`config.mk`:
```
export PLATFORM = sky130hd
export DESIGN_NAME = text_console_glyph_generator_flat
export DESIGN_NICKNAME = d
export VERILOG_FILES = /design/src/rtl/core/tcg_pkg.sv /design/src/rtl/core/tcg_in_if.sv /design/src/rtl/core/tcg_out_if.sv /design/src/rtl/core/tcg_front.sv /design/src/rtl/core/tcg_queue.sv /design/src/rtl/core/tcg_back.sv /design/src/rtl/core/text_console_glyph_generator.sv /design/src/flat_wrapper.sv
export SDC_FILE = /design/constraint.sdc
export NUM_CORES = 1
export LEC_CHECK = 0
export BUFFER_PORTS_ARGS = -buffer_cell sky130_fd_sc_hd__buf_2
export CAP_MARGIN = 20
export CORE_UTILIZATION = 30
export CTS_CLUSTER_DIAMETER = 30
export DETAILED_ROUTE_END_ITERATION = 12
export PLACE_DENSITY = 0.52
export SLEW_MARGIN = 20
export SYNTH_ARGS = -nofsm -noshare
export SYNTH_HDL_FRONTEND = slang
export SYNTH_HIERARCHICAL = 1
export SYNTH_SLANG_ARGS = --single-unit
```
`constraint.sdc`:
```
create_clock -name clk -period 11.3 [get_ports clk]
set_input_delay 2.26 -clock clk [delete_from_list [all_inputs] [get_ports clk]]
set_output_delay 2.26 -clock clk [all_outputs]
set_load 0.02 [all_outputs]
```
`src/rtl/core/tcg_pkg.sv`:
```
`timescale 1ns / 1ps
package tcg_pkg;

  localparam int GLYPH_LIMIT = 1024;
  localparam int GCNT_W      = $clog2(GLYPH_LIMIT + 1);
  localparam int GNUM_W      = 10;
  localparam int DIV_STEPS   = 16;
  localparam int STEP_W      = $clog2(DIV_STEPS);

  localparam logic [7:0]  CODE_NEWLINE = 8'h0A;
  localparam logic [7:0]  CODE_ESCAPE  = 8'h1B;
  localparam logic [7:0]  CODE_SPACE   = 8'h20;
  localparam logic [31:0] COLOR_WHITE  = 32'hFFFF_FFFF;

  localparam logic [7:0] FIRST_CODE_RST = 8'd32;
  localparam logic [7:0] TABLE_SIZE_RST = 8'd95;

  localparam int CFG_ADDR_W = 3;

  // Work handed from the front to the back: everything but the texture coordinates.
  typedef struct packed {
    logic [7:0]        col;
    logic [7:0]        row;
    logic [31:0]       color;
    logic [7:0]        k;
    logic [GNUM_W-1:0] glyph_number;
    logic              limit_hit;
  } job_t;

  typedef struct packed {
    logic              stopped;
    logic [GCNT_W-1:0] glyph_total;
  } front_stat_t;

  function automatic logic [7:0] widen2(input logic [1:0] v);
    widen2 = {v, v, v, v};
  endfunction

  function automatic logic [7:0] sat_inc(input logic [7:0] v);
    sat_inc = (v == 8'hFF) ? v : v + 8'd1;
  endfunction

endpackage

```
`src/rtl/core/tcg_in_if.sv`:
```
`timescale 1ns / 1ps
interface tcg_in_if;
  logic       valid;
  logic       ready;
  logic [7:0] text_byte;
  logic       frame_start;

  modport source (output valid, output text_byte, output frame_start, input ready);
  modport sink   (input valid, input text_byte, input frame_start, output ready);
endinterface

```
`src/rtl/core/tcg_out_if.sv`:
```
`timescale 1ns / 1ps
interface tcg_out_if;
  logic        valid;
  logic        ready;
  logic [7:0]  cell_column;
  logic [7:0]  cell_row;
  logic [15:0] tex_left;
  logic [15:0] tex_right;
  logic [7:0]  red;
  logic [7:0]  green;
  logic [7:0]  blue;
  logic [7:0]  alpha;
  logic [9:0]  glyph_number;
  logic        limit_hit;

  modport source (output valid, output cell_column, output cell_row, output tex_left,
                  output tex_right, output red, output green, output blue, output alpha,
                  output glyph_number, output limit_hit, input ready);
  modport sink   (input valid, input cell_column, input cell_row, input tex_left,
                  input tex_right, input red, input green, input blue, input alpha,
                  input glyph_number, input limit_hit, output ready);
endinterface

```
`src/rtl/core/tcg_front.sv`:
```
`timescale 1ns / 1ps
module tcg_front (
  input  logic                 clk,
  input  logic                 rst_n,
  tcg_in_if.sink               in_chan,
  input  logic [7:0]           first_code,
  input  logic [7:0]           table_size,
  input  logic                 q_full,
  output logic                 push,
  output tcg_pkg::job_t        push_job,
  output tcg_pkg::front_stat_t stat
);
  import tcg_pkg::*;

  logic [7:0]        col_r, col_nxt;
  logic [7:0]        row_r, row_nxt;
  logic [31:0]       color_r, color_nxt;
  logic              esc_r, esc_nxt;
  logic [GCNT_W-1:0] total_r, total_nxt;
  logic              stop_r, stop_nxt;

  logic [7:0]        col_b, row_b, code, k;
  logic [31:0]       color_b;
  logic              esc_b, stop_b, accept, drawable;
  logic [GCNT_W-1:0] total_b, total_inc;

  assign in_chan.ready = !q_full;
  assign accept        = in_chan.valid && !q_full;
  assign code          = in_chan.text_byte;
  assign k             = code - first_code;
  assign drawable      = (code != CODE_SPACE) && (code >= first_code) && (k < table_size);

  always_comb begin
    // A frame start clears everything before the byte itself is looked at.
    col_b   = in_chan.frame_start ? 8'd0 : col_r;
    row_b   = in_chan.frame_start ? 8'd0 : row_r;
    color_b = in_chan.frame_start ? COLOR_WHITE : color_r;
    esc_b   = in_chan.frame_start ? 1'b0 : esc_r;
    total_b = in_chan.frame_start ? '0 : total_r;
    stop_b  = in_chan.frame_start ? 1'b0 : stop_r;
    total_inc = total_b + GCNT_W'(1);

    col_nxt   = col_b;
    row_nxt   = row_b;
    color_nxt = color_b;
    esc_nxt   = esc_b;
    total_nxt = total_b;
    stop_nxt  = stop_b;
    push      = 1'b0;

    push_job.col          = col_b;
    push_job.row          = row_b;
    push_job.color        = color_b;
    push_job.k            = k;
    push_job.glyph_number = total_b[GNUM_W-1:0];
    push_job.limit_hit    = total_inc >= GCNT_W'(GLYPH_LIMIT);

    priority if (stop_b) begin
      // Output has stopped: the byte is dropped.
    end else if (esc_b) begin
      color_nxt = {widen2(code[7:6]), widen2(code[5:4]), widen2(code[3:2]),
                   widen2(code[1:0])};
      esc_nxt   = 1'b0;
    end else if (code == CODE_NEWLINE) begin
      col_nxt   = 8'd0;
      row_nxt   = sat_inc(row_b);
      color_nxt = COLOR_WHITE;
    end else if (code == CODE_ESCAPE) begin
      esc_nxt = 1'b1;
    end else if (!drawable) begin
      col_nxt = sat_inc(col_b);
    end else begin
      push      = accept;
      total_nxt = total_inc;
      col_nxt   = sat_inc(col_b);
      stop_nxt  = push_job.limit_hit;
    end
  end

  always_ff @(posedge clk) begin
    if (!rst_n) begin
      col_r   <= 8'd0;
      row_r   <= 8'd0;
      color_r <= COLOR_WHITE;
      esc_r   <= 1'b0;
      total_r <= '0;
      stop_r  <= 1'b0;
    end else if (accept) begin
      col_r   <= col_nxt;
      row_r   <= row_nxt;
      color_r <= color_nxt;
      esc_r   <= esc_nxt;
      total_r <= total_nxt;
      stop_r  <= stop_nxt;
    end
  end

  assign stat.stopped     = stop_r;
  assign stat.glyph_total = total_r;

endmodule

```
`src/rtl/core/tcg_queue.sv`:
```
`timescale 1ns / 1ps
module tcg_queue (
  input  logic          clk,
  input  logic          rst_n,
  input  logic          push,
  input  tcg_pkg::job_t push_job,
  input  logic          pop,
  output tcg_pkg::job_t pop_job,
  output logic          full,
  output logic          empty
);
  import tcg_pkg::*;

  job_t       slot_r [2];
  logic       wr_ptr_r, rd_ptr_r;
  logic [1:0] count_r;

  assign full    = (count_r == 2'd2);
  assign empty   = (count_r == 2'd0);
  assign pop_job = slot_r[rd_ptr_r];

  always_ff @(posedge clk) begin
    if (push) begin
      slot_r[wr_ptr_r] <= push_job;
    end
  end

  always_ff @(posedge clk) begin
    if (!rst_n) begin
      wr_ptr_r <= 1'b0;
      rd_ptr_r <= 1'b0;
      count_r  <= 2'd0;
    end else begin
      if (push) begin
        wr_ptr_r <= !wr_ptr_r;
      end
      if (pop) begin
        rd_ptr_r <= !rd_ptr_r;
      end
      count_r <= count_r + {1'b0, push} - {1'b0, pop};
    end
  end

endmodule

```
`src/rtl/core/tcg_back.sv`:
```
`timescale 1ns / 1ps
module tcg_back (
  input  logic          clk,
  input  logic          rst_n,
  input  logic [7:0]    table_size,
  input  logic          q_empty,
  input  tcg_pkg::job_t pop_job,
  output logic          pop,
  output logic          busy,
  tcg_out_if.source     out_chan
);
  import tcg_pkg::*;

  typedef enum logic [2:0] {
    ST_IDLE = 3'b001,
    ST_DIV  = 3'b010,
    ST_DONE = 3'b100
  } state_t;

  state_t            state_r, state_nxt;
  job_t              job_r;
  logic [7:0]        rem_a_r, rem_b_r;
  logic [15:0]       num_a_r, num_b_r;
  logic [STEP_W-1:0] step_r;
  logic              out_valid_r;
  job_t              out_job_r;
  logic [15:0]       out_left_r, out_right_r;

  logic [23:0] numer_a, numer_b;
  logic [7:0]  k1;
  logic [8:0]  trial_a, trial_b, size9;
  logic        ge_a, ge_b, load_out;

  // 65535*k is k shifted up by 16 minus k.
  assign k1      = pop_job.k + 8'd1;
  assign numer_a = {pop_job.k, 16'h0000} - {16'h0000, pop_job.k};
  assign numer_b = {k1, 16'h0000} - {16'h0000, k1};

  // One restoring division step for each of the two quotients.
  assign size9   = {1'b0, table_size};
  assign trial_a = {rem_a_r, num_a_r[15]};
  assign trial_b = {rem_b_r, num_b_r[15]};
  assign ge_a    = trial_a >= size9;
  assign ge_b    = trial_b >= size9;

  assign pop      = (state_r == ST_IDLE) && !q_empty;
  assign busy     = (state_r != ST_IDLE);
  assign load_out = (state_r == ST_DONE) && (!out_valid_r || out_chan.ready);

  always_comb begin
    state_nxt = state_r;
    unique case (state_r)
      ST_IDLE: if (!q_empty) begin
        state_nxt = ST_DIV;
      end
      ST_DIV: if (step_r == STEP_W'(DIV_STEPS - 1)) begin
        state_nxt = ST_DONE;
      end
      ST_DONE: if (load_out) begin
        state_nxt = ST_IDLE;
      end
      default: state_nxt = ST_IDLE;
    endcase
  end

  always_ff @(posedge clk) begin
    if (pop) begin
      job_r   <= pop_job;
      rem_a_r <= numer_a[23:16];
      num_a_r <= numer_a[15:0];
      rem_b_r <= numer_b[23:16];
      num_b_r <= numer_b[15:0];
    end else if (state_r == ST_DIV) begin
      rem_a_r <= ge_a ? 8'(trial_a - size9) : trial_a[7:0];
      rem_b_r <= ge_b ? 8'(trial_b - size9) : trial_b[7:0];
      num_a_r <= {num_a_r[14:0], ge_a};
      num_b_r <= {num_b_r[14:0], ge_b};
    end
    if (load_out) begin
      out_job_r   <= job_r;
      out_left_r  <= num_a_r;
      out_right_r <= num_b_r;
    end
  end

  always_ff @(posedge clk) begin
    if (!rst_n) begin
      state_r     <= ST_IDLE;
      step_r      <= '0;
      out_valid_r <= 1'b0;
    end else begin
      state_r <= state_nxt;
      if (pop) begin
        step_r <= '0;
      end else if (state_r == ST_DIV) begin
        step_r <= step_r + STEP_W'(1);
      end
      if (load_out) begin
        out_valid_r <= 1'b1;
      end else if (out_chan.ready) begin
        out_valid_r <= 1'b0;
      end
    end
  end

  assign out_chan.valid        = out_valid_r;
  assign out_chan.cell_column  = out_job_r.col;
  assign out_chan.cell_row     = out_job_r.row;
  assign out_chan.tex_left     = out_left_r;
  assign out_chan.tex_right    = out_right_r;
  assign out_chan.red          = out_job_r.color[7:0];
  assign out_chan.green        = out_job_r.color[15:8];
  assign out_chan.blue         = out_job_r.color[23:16];
  assign out_chan.alpha        = out_job_r.color[31:24];
  assign out_chan.glyph_number = out_job_r.glyph_number;
  assign out_chan.limit_hit    = out_job_r.limit_hit;

endmodule

```
`src/rtl/core/text_console_glyph_generator.sv`:
```
// Path: the word for a drawable character passes the queue, the divider (16
// quotient steps) and the output register before it is valid at the output;
// other bytes give no word.
// Throughput: one byte per cycle until the two-entry queue fills; the divider
// then sets the pace, taking a new drawable character only when it is idle.
// Reset (rst_n, synchronous, active low) restores white, position zero, an empty
// queue and the default font table registers.
`timescale 1ns / 1ps
module text_console_glyph_generator (
  input  logic                          clk,
  input  logic                          rst_n,
  tcg_in_if.sink                        in_chan,
  tcg_out_if.source                     out_chan,
  input  logic                          cfg_psel,
  input  logic                          cfg_penable,
  input  logic                          cfg_pwrite,
  input  logic [tcg_pkg::CFG_ADDR_W-1:0] cfg_paddr,
  input  logic [31:0]                   cfg_pwdata,
  output logic [31:0]                   cfg_prdata,
  output logic                          cfg_pready
);
  import tcg_pkg::*;

  // Font table registers. Register 0 (first_code) sits at byte address 0 and
  // register 1 (table_size) at byte address 4; only address bit 2 is decoded.
  logic [7:0] first_code_r, table_size_r;
  logic       cfg_wr;

  assign cfg_pready = 1'b1;
  assign cfg_wr     = cfg_psel && cfg_penable && cfg_pwrite;
  assign cfg_prdata = cfg_paddr[2] ? {24'h0, table_size_r} : {24'h0, first_code_r};

  always_ff @(posedge clk) begin
    if (!rst_n) begin
      first_code_r <= FIRST_CODE_RST;
      table_size_r <= TABLE_SIZE_RST;
    end else if (cfg_wr) begin
      if (cfg_paddr[2]) begin
        table_size_r <= cfg_pwdata[7:0];
      end else begin
        first_code_r <= cfg_pwdata[7:0];
      end
    end
  end

  // The front tracks cursor, color and glyph count and forwards each drawable
  // character as a job up to the glyph limit. The queue lets it keep going
  // while the back works out the two texture coordinates by serial division.
  logic        push, pop, q_full, q_empty, back_busy;
  job_t        push_job, pop_job;
  front_stat_t front_stat;

  tcg_front u_front (
    .clk        (clk),
    .rst_n      (rst_n),
    .in_chan    (in_chan),
    .first_code (first_code_r),
    .table_size (table_size_r),
    .q_full     (q_full),
    .push       (push),
    .push_job   (push_job),
    .stat       (front_stat)
  );

  tcg_queue u_queue (
    .clk      (clk),
    .rst_n    (rst_n),
    .push     (push),
    .push_job (push_job),
    .pop      (pop),
    .pop_job  (pop_job),
    .full     (q_full),
    .empty    (q_empty)
  );

  tcg_back u_back (
    .clk        (clk),
    .rst_n      (rst_n),
    .table_size (table_size_r),
    .q_empty    (q_empty),
    .pop_job    (pop_job),
    .pop        (pop),
    .busy       (back_busy),
    .out_chan   (out_chan)
  );

  // The queue must never be written while it is full.
  assert property (@(posedge clk) disable iff (!rst_n) push |-> !q_full)
    else $error("glyph job pushed into a full queue");

  // Once the glyph limit is reached, nothing is queued until a new frame.
  assert property (@(posedge clk) disable iff (!rst_n)
                   (push && !in_chan.frame_start) |-> !front_stat.stopped)
    else $error("glyph queued after the glyph limit");

  // The glyph count of a frame never runs past the limit.
  assert property (@(posedge clk) disable iff (!rst_n)
                   front_stat.glyph_total <= GCNT_W'(GLYPH_LIMIT))
    else $error("glyph count beyond the glyph limit");

  // A job is taken from the queue only while the divider is free.
  assert property (@(posedge clk) disable iff (!rst_n) pop |-> !back_busy)
    else $error("queue popped while the divider is busy");

  // The right edge of a glyph never lies left of its left edge.
  assert property (@(posedge clk) disable iff (!rst_n)
                   out_chan.valid |-> (out_chan.tex_left <= out_chan.tex_right))
    else $error("texture coordinates out of order");

endmodule
```
`src/flat_wrapper.sv`:
```
// flat-port wrapper written by rule: the top's interface ports become plain ports
module text_console_glyph_generator_flat import tcg_pkg::*;
  (clk, rst_n, cfg_psel, cfg_penable, cfg_pwrite, cfg_paddr, cfg_pwdata, cfg_prdata, cfg_pready, in_chan_valid, in_chan_text_byte, in_chan_frame_start, in_chan_ready, out_chan_valid, out_chan_cell_column, out_chan_cell_row, out_chan_tex_left, out_chan_tex_right, out_chan_red, out_chan_green, out_chan_blue, out_chan_alpha, out_chan_glyph_number, out_chan_limit_hit, out_chan_ready);
  tcg_in_if in_chan_i ();
  tcg_out_if out_chan_i ();
  input  logic clk;
  input  logic rst_n;
  input  logic cfg_psel;
  input  logic cfg_penable;
  input  logic cfg_pwrite;
  input  logic [tcg_pkg::CFG_ADDR_W-1:0] cfg_paddr;
  input  logic [31:0] cfg_pwdata;
  output logic [31:0] cfg_prdata;
  output logic cfg_pready;
  input wire logic [$bits(in_chan_i.valid)-1:0] in_chan_valid;
  input wire logic [$bits(in_chan_i.text_byte)-1:0] in_chan_text_byte;
  input wire logic [$bits(in_chan_i.frame_start)-1:0] in_chan_frame_start;
  output wire logic [$bits(in_chan_i.ready)-1:0] in_chan_ready;
  output wire logic [$bits(out_chan_i.valid)-1:0] out_chan_valid;
  output wire logic [$bits(out_chan_i.cell_column)-1:0] out_chan_cell_column;
  output wire logic [$bits(out_chan_i.cell_row)-1:0] out_chan_cell_row;
  output wire logic [$bits(out_chan_i.tex_left)-1:0] out_chan_tex_left;
  output wire logic [$bits(out_chan_i.tex_right)-1:0] out_chan_tex_right;
  output wire logic [$bits(out_chan_i.red)-1:0] out_chan_red;
  output wire logic [$bits(out_chan_i.green)-1:0] out_chan_green;
  output wire logic [$bits(out_chan_i.blue)-1:0] out_chan_blue;
  output wire logic [$bits(out_chan_i.alpha)-1:0] out_chan_alpha;
  output wire logic [$bits(out_chan_i.glyph_number)-1:0] out_chan_glyph_number;
  output wire logic [$bits(out_chan_i.limit_hit)-1:0] out_chan_limit_hit;
  input wire logic [$bits(out_chan_i.ready)-1:0] out_chan_ready;
  assign in_chan_i.valid = in_chan_valid;
  assign in_chan_i.text_byte = in_chan_text_byte;
  assign in_chan_i.frame_start = in_chan_frame_start;
  assign in_chan_ready = in_chan_i.ready;
  assign out_chan_valid = out_chan_i.valid;
  assign out_chan_cell_column = out_chan_i.cell_column;
  assign out_chan_cell_row = out_chan_i.cell_row;
  assign out_chan_tex_left = out_chan_i.tex_left;
  assign out_chan_tex_right = out_chan_i.tex_right;
  assign out_chan_red = out_chan_i.red;
  assign out_chan_green = out_chan_i.green;
  assign out_chan_blue = out_chan_i.blue;
  assign out_chan_alpha = out_chan_i.alpha;
  assign out_chan_glyph_number = out_chan_i.glyph_number;
  assign out_chan_limit_hit = out_chan_i.limit_hit;
  assign out_chan_i.ready = out_chan_ready;
  text_console_glyph_generator u_core (.clk(clk), .rst_n(rst_n), .in_chan(in_chan_i), .out_chan(out_chan_i), .cfg_psel(cfg_psel), .cfg_penable(cfg_penable), .cfg_pwrite(cfg_pwrite), .cfg_paddr(cfg_paddr), .cfg_pwdata(cfg_pwdata), .cfg_prdata(cfg_prdata), .cfg_pready(cfg_pready));
endmodule
```
# Word-level counts from Yosys, hierarchy flattened
# Memories as Yosys holds them, arrays and structs flattened. A register that Yosys moved wholly into a read port is not among the register bits.
# Index checks and enable logic that the tools add are counted.
# word_totals
regBits	287
ram_bits	134
mem_count	1
mem_bits_ro	0
inputBits	51
latch_bits	0
# mem_list
name	depth	word_bits	read_ports	rd_ports_with_merged_regs	wr	line_no	text
u_core.u_queue.slot_r	2	67	1	1	1	tcg_queue.sv:14	job_t slot_r [2];
# classes
n_shift	0
n_reduce_logical	20
n_bitwise	2
mul	0
n_lt_le_gt_ge	5
div_mod_pow	0
add_sub_neg	12
mux	58
eq_ne	13
# op_table
op	n
two-way mux 8 bit	18
two-way mux 32 bit	4
two-way mux 11 bit	6
two-way mux 16 bit	4
subtractor 24 x 8 -> 24 bit	2
adder 8 x 1 -> 8 bit, second input constant	3
subtractor 8 bit	3
two-way mux 1 bit	22
>= comparator 9 x 8 -> 1 bit	2
== test 8 bit, second input constant	2
adder 11 x 1 -> 11 bit, second input constant	1
>= comparator 11 bit, second input constant	1
two-way mux 3 bit	3
case mux 3 bit (3 select lines)	1
== test 8 x 4 -> 1 bit, second input constant	1
== test 8 x 5 -> 1 bit, second input constant	1
>= comparator 8 bit	1
less-than comparator 8 bit	1
inequality test 8 x 6 -> 1 bit, second input constant	1
logical AND 1 bit	7
inequality test 2 bit, second input constant	3
zero test 1 bit	5
adder 4 x 1 -> 4 bit, second input constant	1
== test 4 bit, second input constant	1
13 further kinds	16

# Logic depth before layout (Yosys ltp)
# Gate-level depths: netlist of run 1.
# depth
depth_word	10
mapped_depth	20
depth_no_buf	19

# Cells and area by module
# The synthesis of run 1 kept the hierarchy.
# by_module_without_submodules
module	seq_area_each_um2	n_inst	area_per_inst_um2	cells_each
tcg_back	6105.9	1	8555.7	587
tcg_queue	4124.0	1	5172.5	229
tcg_front	1221.2	1	3877.5	487
text_console_glyph_generator	320.3	1	982.2	106

# Least setup slack after synthesis of run 1
# Ideal clock, no wire load.
# synth_path
path_type	in2reg
startpoint	input in_chan_text_byte[0]
endpoint	memory u_core/u_queue/slot_r[0][0] (netlist name) (enable)
setup_time_ns	0.501
cell_stages	17
arrival_ns	8.086
t_required_ns	10.799
n_path_buf	1
setup_slack_ns	2.712
cell_sequence	clkbuf_2 > inv_1 > ha_1 > fa_1 > nand2b_1 > a21oi_1 > a21o_1 > a21oi_1 > xnor2_1 > ha_1 > o21ai_0 > nor2_1 > a211o_1 > a21oi_2 > nand3_2 > inv_1 > nor2b_1
# synth_lines
item	line_no	text
start, declared	flat_wrapper.sv:16	input wire logic [$bits(in_chan_i.text_byte)-1:0] in_chan_text_byte;
end, declared	tcg_queue.sv:14	

==> qor.yml, run 1 <==
status: "finished, final reports clean"
hold_class: "register to register"
drt_pass1_iterations: 5
setup_viol: 0
timing.rr.start: "u_core/first_code_r[0]$_SDFFE_PN0P_"
die_h_um: 251
slowest_delay_ns: 0.75
fin_area_um2: 23100
portBuffers: 125
first_global_vias: 11400
viasPerCell: 4.67
peakVddDrop_mv: 0.144
finClkSkew_ns: 0.0482
crit_buf_inv: 4
cp_max_fo: 36
routedWlPerCell_um: 17.0
grt_usage_pct: 13.1
hold_buffers: 0
powerDensity_nw_per_um2: 255
syn_to_final_growth_pct: 24.4
min_from: "u_core/u_back/num_a_r[0]$_DFFE_PP_"
std_cell_rows: 90
post-route-util_pct: 38.0
power.leakage_uw: 0.00816
crit_required_ns: 11.55
grt_pass1_wl_um: 64200
clk_pin_slew_ns: 0.05
postRouteAntennaNets: 0
power_uw: 5890
drcViolationCount: 0
drive_gt1_share_pct: 26.5
cts-root-buf: "clkbuf_16"
cts_num_sinks: 422
die_area_um2: 62900
maxCapViolCount: 0
hold_viol: 0
antenna_found_initial: 2
ff_latch_area_um2: 11800
diodes: 0
period_share_pct: 60.8
slew_violations: 0
nets: 1674
htree_levels: 3
start_util_pct: 30.5
relSlewSlack_pct: 34.0
cts_buffers: 92
syn_area_per_cell_um2: 13.2
dieWidth_um: 251
post_dp_cell_area_um2: 19900
wirelength_um: 41400
syn_area_um2: 18600
setup-tns-final_ns: 0
place_hpwl_um: 26100
cp.arrival_ns: 7.12
cts_resized: 0
clk_latency_ns: 0.63
ios: 177
cts_setup_buffers: 0
tightest_slew_ns: 0.987
clock_path_buffers: 3
core-area_um2: 60800
drtIter0Drc: 665
grt.overflow.total: 0
fmax_mhz: 146
gp_congestion: 0.824
crit_slowest_cell: "and2_2"
rsz0062_at_grt: "false"
path_class: "primary input to register"
critPathCaptureType: "register"
cts_tree: "yes"
path_delay_family: "simple AND/OR/NAND/NOR gates"
yosysWarnings: 6
vias: 11400
multi_input_area_um2: 6200
cp-start-kind: "primary input"
path_cells: "buf_2 > inv_1 > ha_1 > fa_1 > nand2b_1 > a21oi_1 > a21o_1 > a21oi_1 > xnor2_1 > ha_1 > o21ai_0 > nor2_1 > a211o_1 > a21oi_2 > nand3_2 > inv_1 > and2_2 > buf_4"
period_needed_ns: 6.87
fill_cells: 5795
critPathLaunch: "in_chan_text_byte[0]"
grt_max_degree: 81
synth_cells: 1407
[placed cells by master, fill, tap and decap left out, types with 8 or more instances in the layout]
cell type,n
mux2i_1,26
nor3b_1,9
nand2_1,107
xnor2_1,25
a21oi_1,44
nor2b_1,53
nand2b_1,11
a21boi_0,9
buf_2,125
or3_1,8
dfxtp_1,89
o21a_1,14
mux2_2,47
nand2_2,8
clkinv_4,8
clkinvlp_4,13
or2_2,36
inv_1,50
a31oi_1,10
edfxtp_1,332
nand4_1,16
clkbuf_1,9
conb_1,25
nand3_1,32
clkinv_2,12
a21o_1,9
and2_1,15
o21ai_0,47
buf_4,15
nor3_1,18
bufinv_16,14
mux2_4,30
ha_1,45
o21ai_1,8
clkinv_1,14
nor2_1,60
xor2_1,21
o22a_1,32
clkbuf_16,93
[sequential cells by signal (all words and copies together), names as in the netlist, 10 cells and up, named ones only]
| name | count |
|---|---|
| u_core/u_back/job_r | 59 |
| u_core/u_back/num_a_r | 16 |
| u_core/u_back/num_b_r | 16 |
| u_core/u_back/out_chan.glyph_number | 10 |
| u_core/u_back/out_chan.tex_left | 16 |
| u_core/u_back/out_chan.tex_right | 16 |
| u_core/u_front/color_r | 32 |
| u_core/u_front/total_r | 11 |
| u_core/u_queue/slot_r | 134 |
[routing by layer]
layer  share of wire (%)  up-vias  track usage (%)
met4                 2.7        0             5.73
met2                  46      288             20.4
met3                 5.4       83             2.95
met5                   0        -                0
met1                  46     5508             17.5
li1                    -     5493                -
[final timing paths]
kind                                                   to  slack, ns  cells past startpoint
min          u_core/u_back/out_chan.tex_left[0]$_DFFE_PP_       0.40                      0
max reg2reg        u_core/u_queue/slot_r[1][36]$_DFFE_PP_       5.95                     16
max                u_core/u_queue/slot_r[1][36]$_DFFE_PP_       4.43                     18
min reg2reg  u_core/u_back/out_chan.tex_left[0]$_DFFE_PP_       0.40                      0
[worst register-to-register path: stages (launching register included)]
cell and delay [ns]:
dfxtp_1 0.38, ha_1 0.24, fa_1 0.40, nand2b_1 0.16, a21oi_1 0.28, a21o_1 0.17
a21oi_1 0.07, xnor2_1 0.31, ha_1 0.31, o21ai_0 0.17, nor2_1 0.07, a211o_1 0.28
a21oi_2 0.25, nand3_2 0.30, inv_1 0.21, and2_2 0.75, buf_4 0.63
[power by group]
group	switching, uW	internal [uW]
combinational	685	389
sequential	88.6	2000
clock	888	1840
total	1660	4220
[area by class of cell]
type                       count  share of cell area, %
sequential                   422                   51.0
multi-input combinational    868                   26.8
clock buffer                 102                   10.2
tap                          782                   4.24
clock inverter                69                   3.72
timing repair buffer         140                   3.20
inverter                      51                  0.834
[stage by stage]
step           instances  setup WS (ns)  hold slack, ns
3_5_place_dp        2263           3.85           0.405
6_report            2434           4.43           0.402
2_1_floorplan       1430           2.71           0.400
3_3_place_gp        2263           3.92           0.404
5_1_grt             2434           4.09           0.412
4_1_cts             2434           4.47           0.395
Power figures use the tool's default switching activity.
==> run 2, diff against run 1 <==
--- a/config.mk
+++ b/config.mk
@@ -5,12 +5,13 @@
 export SDC_FILE = /design/constraint.sdc
 export NUM_CORES = 1
 export LEC_CHECK = 0
+export ABC_AREA = 1
 export BUFFER_PORTS_ARGS = -buffer_cell sky130_fd_sc_hd__buf_2
 export CAP_MARGIN = 20
 export CORE_UTILIZATION = 30
 export CTS_CLUSTER_DIAMETER = 30
 export DETAILED_ROUTE_END_ITERATION = 12
-export PLACE_DENSITY = 0.52
+export PLACE_DENSITY = 0.54
 export SLEW_MARGIN = 20
 export SYNTH_ARGS = -nofsm -noshare
 export SYNTH_HDL_FRONTEND = slang
==> constraint.sdc (replaced) <==
create_clock -name clk -period 6.2 [get_ports clk]
set_input_delay 1.24 -clock clk [delete_from_list [all_inputs] [get_ports clk]]
set_output_delay 1.24 -clock clk [all_outputs]
set_load 0.02 [all_outputs]
==> qor.yml, run 2 <==
cp.arrival_ns: 4.84
dieWidth_um: 254
slowest_delay_ns: 0.44
syn_area_um2: 19000
crit_slowest_cell: "nor2_4"
path_cells: "buf_2 > inv_1 > ha_1 > fa_1 > nand3b_1 > nand2_1 > a31oi_1 > xnor2_1 > ha_1 > nand2_1 > inv_1 > a21oi_1 > nand2_1 > nor2_1 > nand3_1 > nor2_2 > inv_1 > nor2_4 > buf_12"
first_global_vias: 12400
regMostFlops: "u_core/u_queue/slot_r"
postRouteAntennaNets: 0
peakVddDrop_mv: 0.229
nets: 2056
cp-start-kind: "primary input"
die_area_um2: 64300
slew_violations: 0
setup-tns-final_ns: 0
fill_cells: 6076
die_h_um: 254
wirelength_um: 43900
clock_path_buffers: 3
antenna_found_initial: 3
hold_viol: 0
yosysWarnings: 6
place_hpwl_um: 29300
period_needed_ns: 4.54
grt.overflow.total: 0
finClkSkew_ns: 0.0186
drcViolationCount: 0
cts_buffers: 95
drtIter0Drc: 807
core-area_um2: 62200
vias: 12800
final_cell_mix: "nand2_1, edfxtp_1, inv_1"
std_cell_rows: 91
fmax_mhz: 220
cts_resized: 0
routedWlPerCell_um: 15.3
clk_latency_ns: 0.63
hold_class: "register to register"
ios: 177
crit_buf_inv: 5
grt_usage_pct: 13.6
path_delay_family: "simple AND/OR/NAND/NOR gates"
critPathCaptureType: "register"
cp_max_fo: 29
synth_cells: 1770
syn_area_per_cell_um2: 10.7
gp_congestion: 0.832
path_class: "primary input to register"
largest_reg_flops: 134
crit_required_ns: 6.51
clk_pin_slew_ns: 0.05
rsz0062_at_grt: "false"
hold_buffers: 0
final_common_cell: "nand2_1"
cts_tree: "yes"
powerDensity_nw_per_um2: 456
tightest_slew_ns: 0.890
power.leakage_uw: 0.00942
viasPerCell: 4.46
drive_gt1_share_pct: 22.3
relSlewSlack_pct: 40.7
portBuffers: 125
grt_max_degree: 82
hold_ws_ns: 0.410
cts-root-buf: "clkbuf_16"
period_share_pct: 73.2
grt_pass1_wl_um: 68300
drt_pass1_iterations: 5
maxCapViolCount: 0
cts_setup_buffers: 0
setup_viol: 0
status: "finished, final reports clean"
diodes: 0
cts_num_sinks: 422
htree_levels: 3
syn_to_final_growth_pct: 25.3
start_util_pct: 30.5
reg.largest.list: "u_core/u_queue/slot_r x134, u_core/u_back/job_r x59, u_core/u_front/color_r x32"
run 2: cell types whose count changed in the layout (fill, tap and decap cells not counted), sizes merged, moves of 12 or more:
| cell | change |
|---|---|
| nand3 | +91 |
| and2 | -15 |
| nand2b | -12 |
| o22ai | +20 |
| mux2i | -26 |
| xnor2 | -18 |
| inv | +163 |
| nor2b | -55 |
| nor2 | +91 |
| nand2 | +304 |
| o21a | -14 |
| o22a | -32 |
run 2: per-layer routing:
| metal | up-vias | GRT usage (%) | wire [um] |
|---|---|---|---|
| met3 | 96 | 3.84 | 2870 |
| met4 | 6 | 5.32 | 1190 |
| li1 | 6350 | - | - |
| met1 | 6022 | 18.3 | 20300 |
| met2 | 355 | 20.8 | 19500 |
| met5 | - | 0 | 42 |
run 2: final cells by class:
| cell class | instances | area [um^2] | area share, % |
|---|---|---|---|
| flip-flops and latches | 422 | 11800 | 49.5 |
| multi-input cells | 1091 | 6100 | 25.6 |
| clock buffers | 108 | 2450 | 10.3 |
| well taps | 837 | 1050 | 4.40 |
| clock inverters | 72 | 857 | 3.60 |
| repair buffers | 141 | 796 | 3.34 |
| inverters | 206 | 773 | 3.25 |
run 2: worst reg2reg max path: stages, from the launching register on:
cell	delay, ns
dfxtp_1	0.43
inv_1	0.07
ha_1	0.29
nand2_1	0.06
o21ai_0	0.33
nand4_1	0.15
o211ai_1	0.13
xor2_1	0.26
ha_1	0.30
nand2_1	0.12
inv_1	0.07
a21oi_1	0.17
nand2_1	0.07
nor2_1	0.08
nand3_1	0.18
nor2_2	0.20
inv_1	0.09
nor2_4	0.44
buf_12	0.28
run 2: final timing paths:
check,depth (start not counted),slack (ns),from,to
worst min-delay path,0,0.41,u_core/u_back/job_r[50]$_DFFE_PP_,u_core/u_back/out_chan.alpha[7]$_DFFE_PP_
worst max-delay path,19,1.66,in_chan_text_byte[0],u_core/u_queue/slot_r[0][64]$_DFFE_PP_
worst max register to register,18,2.15,u_core/first_code_r[1]$_SDFFE_PN0P_,u_core/u_queue/slot_r[0][64]$_DFFE_PP_
worst min register to register,0,0.41,u_core/u_back/job_r[50]$_DFFE_PP_,u_core/u_back/out_chan.alpha[7]$_DFFE_PP_
run 2: where the power goes:
group	switching (uW)	internal (uW)
logic	1270	622
registers	185	3720
clock network	1660	3410
total	3120	7740
run 2: through the flow:
| stage | area, um^2 | total power [uW] | worst slack, ns | utilization (%) | cells |
|---|---|---|---|---|---|
| 2_1_floorplan | 19100 | 5320 | 0.444 | - | 1793 |
| 3_3_place_gp | 20500 | 5840 | 1.11 | 33.0 | 2697 |
| 3_5_place_dp | 20500 | 5870 | 1.02 | 33.0 | 2697 |
| 4_1_cts | 23800 | 11000 | 1.67 | 38.3 | 2877 |
| 5_1_grt | 23800 | 11400 | 1.32 | 38.3 | 2877 |
| 6_report | 23800 | 10900 | 1.66 | 38.3 | 2877 |
==> run 3, diff against run 2 <==
==> constraint.sdc (replaced) <==
create_clock -name clk -period 3.85 [get_ports clk]
set_input_delay 0.77 -clock clk [delete_from_list [all_inputs] [get_ports clk]]
set_output_delay 0.77 -clock clk [all_outputs]
set_load 0.02 [all_outputs]
==> qor.yml, run 3 (synthesized netlist as in run 2, its figures left out) <==
status: "finished, final reports clean"
drcViolationCount: 0
peakVddDrop_mv: 0.384
cts_tree: "yes"
path_class: "primary input to register"
cts_buffers: 93
hold_class: "primary input to register"
power.leakage_uw: 0.00955
critPathCaptureType: "register"
postRouteAntennaNets: 0
clock_path_buffers: 3
clk_latency_ns: 0.63
cp.arrival_ns: 3.79
place_hpwl_um: 30000
post_dp_cell_area_um2: 20900
die_h_um: 254
fin_area_um2: 24100
pwr-share-comb_pct: 17.9
fill_cells: 6073
maxCapViolCount: 0
drive_gt1_share_pct: 24.0
finClkSkew_ns: 0.0239
period_needed_ns: 3.51
dieWidth_um: 254
reg.largest.list: "u_core/u_queue/slot_r x134, u_core/u_back/job_r x59, u_core/u_front/color_r x32"
cts_setup_buffers: 0
die_area_um2: 64300
ios: 177
grt.overflow.total: 0
crit_required_ns: 4.13
nets: 2090
cts-root-buf: "clkbuf_16"
drtIter0Drc: 810
setup_viol: 0
portBuffers: 125
start_util_pct: 30.5
regMostFlops: "u_core/u_queue/slot_r"
switchingPower_uw: 5020
routedWlPerCell_um: 15.0
hold_ws_ns: 0.384
wirelength_um: 43700
hold_buffers: 0
power_uw: 17500
core-area_um2: 62200
vias: 12900
timing.rr.start: "u_core/first_code_r[0]$_SDFFE_PN0P_"
std_cell_rows: 91
htree_levels: 3
cts_num_sinks: 422
powerDensity_nw_per_um2: 723
seqPwrFrac_pct: 36.1
critPathLaunch: "in_chan_text_byte[0]"
cts_resized: 0
setup-tns-final_ns: 0
tightest_slew_ns: 0.869
largest_reg_flops: 134
hold_viol: 0
cp_max_fo: 18
intPower_uw: 12400
final_common_cell: "nand2_1"
diodes: 0
p_clk_share_pct: 46.0
viasPerCell: 4.44
clk_pin_slew_ns: 0.04
cp-start-kind: "primary input"
min_from: "cfg_pwdata[5]"
grt_pass1_wl_um: 69300
fmax_mhz: 285
relSlewSlack_pct: 42.1
grt_usage_pct: 13.8
gp_congestion: 0.810
syn_to_final_growth_pct: 27.2
rsz0062_at_grt: "false"
drt_pass1_iterations: 5
final_cell_mix: "nand2_1, edfxtp_1, inv_1"
first_global_vias: 12900
antenna_found_initial: 4
grt_max_degree: 68
slew_violations: 0
period_share_pct: 91.2
swShare_pct: 28.7
-- run 3: changes by cell type in the layout (fill, tap and decap cells not counted), sizes merged --
| cell | change |
|---|---|
| clkinv | -8 |
| clkinvlp | +8 |
| clkbuf | +4 |
| inv | -7 |
| buf | +36 |
| bufinv | -2 |
-- run 3: worst max-delay path, stage by stage --
cell      delay, ns
buf_2          0.21
inv_12         0.04
ha_4           0.16
fa_2           0.38
nand3b_1       0.16
nand2_1        0.09
a31oi_1        0.12
xnor2_1        0.25
ha_1           0.28
nand2_2        0.08
inv_2          0.04
a21oi_2        0.14
nand2_1        0.06
nor2_1         0.10
nand3_1        0.12
nor2_2         0.24
inv_4          0.05
nor2_4         0.15
buf_4          0.34
-- run 3: area by class of cell --
type	instances	area, um^2	share of cell area [%]
sequential	422	11800	48.8
clock inverter	63	798	3.31
timing repair buffer	177	1120	4.62
inverter	206	792	3.28
tap	837	1050	4.34
clock buffer	112	2490	10.3
multi-input combinational	1091	6120	25.4
-- run 3: stage by stage --
step / setup WS, ns / utilization (%) / cells
5_1_grt: 0.0302 / 38.8 / 2908
2_1_floorplan: -0.606 / - / 1793
3_5_place_dp: -0.301 / 33.5 / 2733
6_report: 0.339 / 38.8 / 2908
3_3_place_gp: -0.222 / 33.5 / 2733
4_1_cts: 0.316 / 38.8 / 2908
-- run 3: worst paths after layout --
check	end	slack [ns]	cells after the start
worst max-delay path	u_core/u_queue/slot_r[0][64]$_DFFE_PP_	0.34	19
worst min register to register	u_core/u_back/out_chan.blue[1]$_DFFE_PP_	0.41	0
worst max register to register	u_core/u_queue/slot_r[0][64]$_DFFE_PP_	0.35	17
worst min-delay path	u_core/first_code_r[5]$_SDFFE_PN1P_	0.38	3
-- run 3: power groups by stage --
| stage | clock network, uW | logic, uW | registers [uW] |
|---|---|---|---|
| 2_1_floorplan | 0 | 2350 | 6230 |
| 3_3_place_gp | 0 | 3100 | 6370 |
| 3_5_place_dp | 0 | 3150 | 6380 |
| 4_1_cts | 8220 | 3180 | 6310 |
| 5_1_grt | 8440 | 3570 | 6370 |
| 6_report | 8030 | 3120 | 6300 |
-- run 3: per-layer routing --
| layer | global-route usage (%) | vias to the layer above | routed length [um] |
|---|---|---|---|
| li1 | - | 6423 | - |
| met1 | 18.0 | 6108 | 20100 |
| met2 | 22.0 | 282 | 20200 |
| met3 | 3.77 | 80 | 2420 |
| met4 | 4.76 | 8 | 947 |
| met5 | 0 | - | 52 |
